[config.mk]
export PLATFORM = sky130hd
export DESIGN_NAME = calendar_time_to_epoch_seconds
export DESIGN_NICKNAME = d
export VERILOG_FILES = /design/src/rtl/cte_pkg.sv /design/src/rtl/cte_norm.sv /design/src/rtl/cte_days.sv /design/src/rtl/calendar_time_to_epoch_seconds.sv
export VERILOG_INCLUDE_DIRS = /design/src /design/src/rtl
export SDC_FILE = /design/constraint.sdc
export NUM_CORES = 1
export LEC_CHECK = 0
export ABC_AREA = 1
export BUFFER_PORTS_ARGS = -buffer_cell sky130_fd_sc_hd__buf_2
export CORE_MARGIN = 2
export CORE_UTILIZATION = 45
export CTS_BUF_LIST = sky130_fd_sc_hd__clkbuf_4 sky130_fd_sc_hd__clkbuf_8
export CTS_CLUSTER_SIZE = 28
export DETAILED_ROUTE_END_ITERATION = 7
export GPL_ROUTABILITY_DRIVEN = 1
export PLACE_DENSITY = 0.68
export REMOVE_ABC_BUFFERS = 1
export SLEW_MARGIN = 20
export SYNTH_ARGS = -nofsm -noshare
export SYNTH_HDL_FRONTEND = slang
export SYNTH_SLANG_ARGS = --single-unit
[constraint.sdc]
create_clock -name clk -period 14.6 [get_ports clk]
set_input_delay 2.92 -clock clk [delete_from_list [all_inputs] [get_ports clk]]
set_output_delay 2.92 -clock clk [all_outputs]
set_load 0.02 [all_outputs]
[src/rtl/calendar_time_to_epoch_seconds_macros.svh]
// assertion macros for the calendar to epoch seconds block
// no dependencies; included by files that carry concurrent checks
`ifndef CALENDAR_TIME_TO_EPOCH_SECONDS_MACROS_SVH
`define CALENDAR_TIME_TO_EPOCH_SECONDS_MACROS_SVH

// antecedent implies consequent in the same cycle
`define CTE_ASSERT_IMP(lbl, clk, rst, ante, cons, msg) \
  lbl: assert property (@(posedge clk) disable iff (rst) (ante) |-> (cons)) \
    else $error(msg);

// general property, clocked and reset-disabled
`define CTE_ASSERT_PROP(lbl, clk, rst, prop, msg) \
  lbl: assert property (@(posedge clk) disable iff (rst) prop) else $error(msg);

`endif

[src/rtl/cte_pkg.sv]
// shared widths, constants, stage structs and the month table
// used by cte_norm, cte_days and the top level; no dependencies
package cte_pkg;

  localparam int YEAR_W  = 14;
  // corrected year plus month carry can pass the 14-bit input range
  localparam int FYEAR_W = 15;
  localparam int MON_W   = 8;
  localparam int DAY_W   = 5;
  localparam int HOUR_W  = 5;
  localparam int MIN_W   = 6;
  localparam int SEC_W   = 6;
  localparam int MIDX_W  = 4;
  localparam int TOD_W   = 17;
  localparam int DAYS_W  = 23;
  localparam int EPOCH_W = 39;

  localparam int SHORT_YEAR_MAX     = 2000;
  localparam int SHORT_YEAR_OFFSET  = 1998;
  localparam int EPOCH_YEAR         = 1970;
  localparam int LEAPS_BEFORE_EPOCH = 477;
  localparam int DAYS_PER_YEAR      = 365;
  localparam int MONTHS_PER_YEAR    = 12;
  localparam int CENTURY            = 100;
  localparam int SECS_PER_HOUR      = 3600;
  localparam int SECS_PER_MIN       = 60;
  localparam int SECS_PER_DAY       = 86400;

  // reciprocal multipliers for constant division
  localparam int RECIP_12     = 171;
  localparam int RECIP_12_SH  = 11;
  localparam int RECIP_100    = 5243;
  localparam int RECIP_100_SH = 19;

  typedef logic [YEAR_W-1:0]  year_t;
  typedef logic [FYEAR_W-1:0] fyear_t;
  typedef logic [MIDX_W-1:0]  midx_t;
  typedef logic [DAY_W-1:0]   day_t;
  typedef logic [TOD_W-1:0]   tod_t;
  typedef logic [DAYS_W-1:0]  days_t;
  typedef logic [EPOCH_W-1:0] epoch_t;

  typedef struct packed {
    fyear_t year;
    midx_t  midx;
    day_t   day;
    tod_t   tod;
  } norm_t;

  typedef struct packed {
    days_t days;
    tod_t  tod;
  } days_stage_t;

  // days before each month of a common year
  function automatic logic [8:0] days_before_month(input midx_t m);
    logic [8:0] d;
    case (m)
      4'd0:    d = 9'd0;
      4'd1:    d = 9'd31;
      4'd2:    d = 9'd59;
      4'd3:    d = 9'd90;
      4'd4:    d = 9'd120;
      4'd5:    d = 9'd151;
      4'd6:    d = 9'd181;
      4'd7:    d = 9'd212;
      4'd8:    d = 9'd243;
      4'd9:    d = 9'd273;
      4'd10:   d = 9'd304;
      4'd11:   d = 9'd334;
      default: d = 9'd0;
    endcase
    return d;
  endfunction

endpackage

[src/rtl/cte_norm.sv]
// year correction, month wrap with year carry, time-of-day seconds
// depends on cte_pkg
module cte_norm (
  input  logic [cte_pkg::YEAR_W-1:0] calendar_year,
  input  logic [cte_pkg::MON_W-1:0]  month_number,
  input  logic [cte_pkg::DAY_W-1:0]  day_of_month,
  input  logic [cte_pkg::HOUR_W-1:0] hour_of_day,
  input  logic [cte_pkg::MIN_W-1:0]  minute_of_hour,
  input  logic [cte_pkg::SEC_W-1:0]  second_of_minute,
  output cte_pkg::norm_t             norm
);

  cte_pkg::fyear_t           full;
  logic [cte_pkg::MON_W-1:0] m;
  logic [15:0]               m_prod;
  logic [4:0]                carry;
  logic [cte_pkg::MON_W-1:0] carry_x12;

  always_comb begin
    full = (calendar_year > cte_pkg::year_t'(cte_pkg::SHORT_YEAR_MAX))
         ? cte_pkg::fyear_t'(calendar_year)
         : cte_pkg::fyear_t'(calendar_year) + cte_pkg::fyear_t'(cte_pkg::SHORT_YEAR_OFFSET);
    m = month_number - 8'd1;
    // m / 12 by reciprocal, exact for all 8-bit m
    m_prod    = 16'(m) * 16'(cte_pkg::RECIP_12);
    carry     = 5'(m_prod >> cte_pkg::RECIP_12_SH);
    carry_x12 = 8'(carry) * 8'(cte_pkg::MONTHS_PER_YEAR);
    norm.year = full + cte_pkg::fyear_t'(carry);
    norm.midx = cte_pkg::midx_t'(m - carry_x12);
    norm.day  = day_of_month;
    norm.tod  = cte_pkg::tod_t'(hour_of_day) * cte_pkg::tod_t'(cte_pkg::SECS_PER_HOUR)
              + cte_pkg::tod_t'(minute_of_hour) * cte_pkg::tod_t'(cte_pkg::SECS_PER_MIN)
              + cte_pkg::tod_t'(second_of_minute);
  end

endmodule

[src/rtl/cte_days.sv]
// day count since the epoch from normalized year, month and day
// depends on cte_pkg
module cte_days (
  input  cte_pkg::norm_t       norm,
  output cte_pkg::days_stage_t dst
);

  cte_pkg::fyear_t p;
  cte_pkg::fyear_t yoff;
  logic [26:0]     p_prod;
  logic [26:0]     f_prod;
  logic [7:0]      q100p;
  logic [7:0]      q100f;
  logic [6:0]      r100f;
  logic [12:0]     lb;
  logic            leap;
  logic            leap_add;

  always_comb begin
    p      = norm.year - cte_pkg::fyear_t'(1);
    // p / 100 and year / 100 by reciprocal, exact below 25600
    p_prod = 27'(p) * 27'(cte_pkg::RECIP_100);
    f_prod = 27'(norm.year) * 27'(cte_pkg::RECIP_100);
    q100p  = 8'(p_prod >> cte_pkg::RECIP_100_SH);
    q100f  = 8'(f_prod >> cte_pkg::RECIP_100_SH);
    r100f  = 7'(norm.year - cte_pkg::fyear_t'(q100f) * cte_pkg::fyear_t'(cte_pkg::CENTURY));
    // leap days in years 1 .. year-1
    lb     = 13'(p >> 2) - 13'(q100p) + 13'(q100p >> 2);
    leap   = (norm.year[1:0] == 2'd0) && ((r100f != 7'd0) || (q100f[1:0] == 2'd0));
    leap_add = leap && (norm.midx >= cte_pkg::midx_t'(2));
    yoff   = norm.year - cte_pkg::fyear_t'(cte_pkg::EPOCH_YEAR);
    dst.days = cte_pkg::days_t'(yoff) * cte_pkg::days_t'(cte_pkg::DAYS_PER_YEAR)
             + cte_pkg::days_t'(lb)
             + cte_pkg::days_t'(cte_pkg::days_before_month(norm.midx))
             + cte_pkg::days_t'(leap_add)
             + cte_pkg::days_t'(norm.day)
             - cte_pkg::days_t'(cte_pkg::LEAPS_BEFORE_EPOCH + 1);
    dst.tod  = norm.tod;
  end

endmodule

[src/rtl/calendar_time_to_epoch_seconds.sv]
// calendar reading to seconds since 1970-01-01; four register stages
// done is registered from v2; an accepted reading passes v0, v1 and v2 in that order
// throughput: one reading per cycle, busy is always low, the receiver cannot stall
// reset: synchronous active-high rst clears the stage valid bits and done
// depends on cte_pkg, cte_norm, cte_days and the assertion macro header
`include "calendar_time_to_epoch_seconds_macros.svh"
module calendar_time_to_epoch_seconds (
  input  logic                        clk,
  input  logic                        rst,
  input  logic                        start,
  output logic                        busy,
  input  logic [cte_pkg::YEAR_W-1:0]  calendar_year,
  input  logic [cte_pkg::MON_W-1:0]   month_number,
  input  logic [cte_pkg::DAY_W-1:0]   day_of_month,
  input  logic [cte_pkg::HOUR_W-1:0]  hour_of_day,
  input  logic [cte_pkg::MIN_W-1:0]   minute_of_hour,
  input  logic [cte_pkg::SEC_W-1:0]   second_of_minute,
  output logic                        done,
  output logic [cte_pkg::EPOCH_W-1:0] epoch_seconds
);

  // input register
  logic                        v0;
  logic [cte_pkg::YEAR_W-1:0]  yr0;
  logic [cte_pkg::MON_W-1:0]   mon0;
  logic [cte_pkg::DAY_W-1:0]   day0;
  logic [cte_pkg::HOUR_W-1:0]  hr0;
  logic [cte_pkg::MIN_W-1:0]   mn0;
  logic [cte_pkg::SEC_W-1:0]   sc0;

  logic                 v1;
  cte_pkg::norm_t       norm1;
  cte_pkg::norm_t       norm_next;
  logic                 v2;
  cte_pkg::days_stage_t dst2;
  cte_pkg::days_stage_t dst_next;

  assign busy = 1'b0;

  cte_norm u_norm (
    .calendar_year    (yr0),
    .month_number     (mon0),
    .day_of_month     (day0),
    .hour_of_day      (hr0),
    .minute_of_hour   (mn0),
    .second_of_minute (sc0),
    .norm             (norm_next)
  );

  cte_days u_days (
    .norm (norm1),
    .dst  (dst_next)
  );

  always_ff @(posedge clk) begin
    if (rst) begin
      v0   <= 1'b0;
      v1   <= 1'b0;
      v2   <= 1'b0;
      done <= 1'b0;
    end else begin
      v0   <= start && !busy;
      v1   <= v0;
      v2   <= v1;
      done <= v2;
    end
    yr0   <= calendar_year;
    mon0  <= month_number;
    day0  <= day_of_month;
    hr0   <= hour_of_day;
    mn0   <= minute_of_hour;
    sc0   <= second_of_minute;
    norm1 <= norm_next;
    dst2  <= dst_next;
    // days times seconds per day, then time of day
    epoch_seconds <= cte_pkg::epoch_t'(dst2.days) * cte_pkg::epoch_t'(cte_pkg::SECS_PER_DAY)
                   + cte_pkg::epoch_t'(dst2.tod);
  end

  `CTE_ASSERT_PROP(a_beat_out, clk, rst, (start && !busy) |-> ##4 done, "accepted beat lost")
  `CTE_ASSERT_IMP(a_no_extra, clk, rst, done, $past(start, 4), "result without a beat")
  `CTE_ASSERT_IMP(a_midx_range, clk, rst, v1, norm1.midx < cte_pkg::midx_t'(12), "month index out of range")

endmodule

==> reports/results.tsv <==
stage	metric	value	unit
floorplanning	Placeable Area	58700	sq um
min_path	min-delay src	norm1[15]	
critical_path	Crit Path Max Fanout	16	
clock_tree	Worst-path clk slew	110	ps
min_path	Hold WC Path Type	flip-flop to flip-flop	
global_route	global-route wire length before repair	94600	um
clock_tree	CTS Sinks	176	
sta	Worst-Margin Slew	1050	ps
synth	Syn Std Cell Area	26600	sq um
clock_tree	# resized after CTS	0	
detailed_routing	Routed WL	56800	um
sta	fmax	0.0764	GHz
critical_path	Worst R2R Setup Slack	1500	ps
floorplanning	Starting Density	45.3	%
floorplanning	FP Rows	89	
detailed_routing	ANT nets after route	0	
critical_path	reg2reg end	dst2[37]	
detailed_routing	Wirelength per Cell	13.7	um
synth	Post-synth EDFFs	0	
min_path	hold depth	0	
floorplanning	Die H	247	um
sta	endpoints failing hold	0	
clock_tree	CTS tree	built	
synth	Mapped Cells	3248	
min_path	hold endpoint	dst2[15]	
sta	period utilisation layout	89.7	%
clock_tree	clk_lat worst skew	540	ps
synth	Synth top area share	24.9	%
detailed_routing	total number of vias	19554	
detailed_routing	drt first pass iters	5	
cells_and_area	fin cells	4137	
sta	Final setup viols	0	
critical_path	startpoint types	flip-flop	
synth	ranking of synthesized cells by area	ha_1 (25%), fa_1 (23%), dfxtp_1 (13%), inv_1 (13%), nand2_1 (7.4%)	
synth	Synth area leader	ha_1	
cells_and_area	area of the multi-input gates	19600	sq um
sta	worst clock skew	27.2	ps
clock_tree	CTS H-tree lvls	4	
clock_tree	CTS root buf	clkbuf_8	
critical_path	critical path data arrival time	13560	ps
global_route	number of global-route vias before repair	19523	
sta	RSZ-0062 raised after global routing	false	
clock_tree	clock buffer depth	2	
placement	HPWL after DPL	50900	um
detailed_routing	iteration-0 DRC count of the detailed router	782	
cells_and_area	share of cells above drive strength 1	6.66	%
synth	ys async rst share	0	%
synth	Seq/Total Area, Yosys	13.3	%
synth	Distinct cells, synth	51	
placement	GPL Wtd Cong	0.944	
critical_path	WS Path Type	flip-flop to flip-flop	
synth	Primary FF master, synth	dfxtp_1	
global_route	gr ovfl total	0	
clock_tree	Num CTS Buffers	17	
global_route	initial antenna violation count	1	
detailed_routing	# DRC	0	
status	status	completed	
sta	Min Clock Period, post-route	13100	ps
global_route	Tot GR Track Use	19.5	%
synth	Mean Syn Cell Area	8.18	sq um
sta	Setup TNS Final	0	ps
cells_and_area	nets	4225	
detailed_routing	drt via density	4.73	
sta	Final Max Slew Viols	0	
flow_run	Max Cap Viol	0	
critical_path	Crit. End Element	flip-flop	
floorplanning	IO Count	88	
clock_tree	Hold Buf Count CTS	0	
cells_and_area	Area Overhead vs Synth	6.94	%
critical_path	crit-path max cell delay	780	ps
critical_path	CP Data Required Time	15060	ps
global_route	largest net degree at the start of global routing	22	
placement	dpl cells	4104	
placement	I/O Buffers	86	
sta	final setup margin	1500	ps
sta	worst hold slack	337	ps
sta	Relative slew margins	29.7	%
clock_tree	Post-CTS Setup Inserts	0	
placement	Place WS	1620	ps
synth	YS warnings	0	
cells_and_area	fill count	5756	
synth	Synth Register Bits	176	
floorplanning	die outline width	247	um
critical_path	r2r worst-path depth	58	
critical_path	Slowest cell on crit path	dfxtp_1	
critical_path	worst r2r src	norm1[26]	
floorplanning	area of the die	61000	sq um
cells_and_area	register area	3520	sq um
==> metrics by stage <==
step / util, % / area [sq um]
after floorplan: - / 26500
after global placement: 47.6 / 27900
after detailed placement: 47.6 / 27900
after CTS: 48.4 / 28400
after global routing: 48.4 / 28400
final: 48.4 / 28400
==> Yosys cell counts (2+ instances only) <==
master and n:
xnor2_1 44, nand3b_1 6, o211ai_1 6, o21ai_1 5
o21ai_2 2, nor2_2 19, nor4_1 5, ha_1 528
o31ai_1 4, a21oi_1 114, nand2_4 4, xor2_1 117
nand2_2 37, nor2_4 9, a21o_1 12, nor3_1 24
a31oi_1 13, buf_4 3, dfxtp_1 176, and2_1 8
nand2_1 522, inv_2 16, a211oi_1 7, nand3_1 97
nand3_2 8, nand4_1 45, a21boi_0 2, nor3b_1 2
nor2_1 122, fa_1 300, o21a_1 4, o21bai_1 18
or2_2 3, inv_1 894, o21ai_0 56
==> sequential cells by signal, summed over array words and instances (netlist names), 5 cells and up, named ones only <==
name / count
sc0: 6
dst2: 40
mon0: 8
hr0: 5
norm1: 40
mn0: 6
epoch_seconds: 39
day0: 5
yr0: 14
==> critical path: cells and delay by family, from the launching register on <==
kind                     cells  cell delay [ps]
buffers and inverters       12             1260
AND/OR/NAND/NOR             20             1920
AO/OA/AOI/OAI                8             1690
XOR/XNOR                     4             1200
flip-flops                   1              780
adder cells (fa/ha/maj)     14             6140
==> layout make-up <==
class	count	area share [%]
Sequential cell	176	12.4
Antenna cell	1	0.00881
Inverter	911	12.0
Clock buffer	17	0.824
Timing Repair Buffer	87	1.54
Multi-Input combinational cell	2157	69.0
Clock inverter	15	0.806
Tap cell	773	3.41
==> cell families after synthesis <==
family	synth area share, %
AND/OR/NAND/NOR	15.5
buffers and inverters	13.0
adder cells (fa/ha/maj)	47.5
AO/OA/AOI/OAI	5.39
flip-flops	13.3
XOR/XNOR	5.37
other	0.0141
==> placed cells by master, fill, tap and decap left out, types with 24 or more instances in the layout <==
master   instances
nand4_1         45
dfxtp_1        176
a21oi_1        114
xnor2_1         44
buf_2           86
fa_1           300
nand2_2         37
nor2_1         122
nor3_1          24
ha_1           528
nand3_1         97
nand2_1        522
xor2_1         117
inv_1          894
o21ai_0         56
==> routing by layer <==
layer  GRT usage (%)  part of all wire (%)  vias to the layer above
li1                -                     -                    10119
met2            33.6                    48                      291
met5               0                     0                        -
met1            25.3                    46                     9071
met3            2.77                   3.2                       73
met4            5.55                   2.3                        0
==> worst max path at each step <==
stage,depth (start not counted),endpoint,slack [ps],start
after floorplan,58,dst2[37],3220,norm1[26]
after CTS,58,dst2[37],1550,norm1[26]
after detailed placement,58,dst2[37],1620,norm1[26]
after global routing,58,dst2[37],580,norm1[26]
after global placement,58,dst2[37],1930,norm1[26]
final,58,dst2[37],1500,norm1[26]
Power is not shown: default switching activity piles up to over one toggle a cycle in this logic, so the estimate is an artifact.
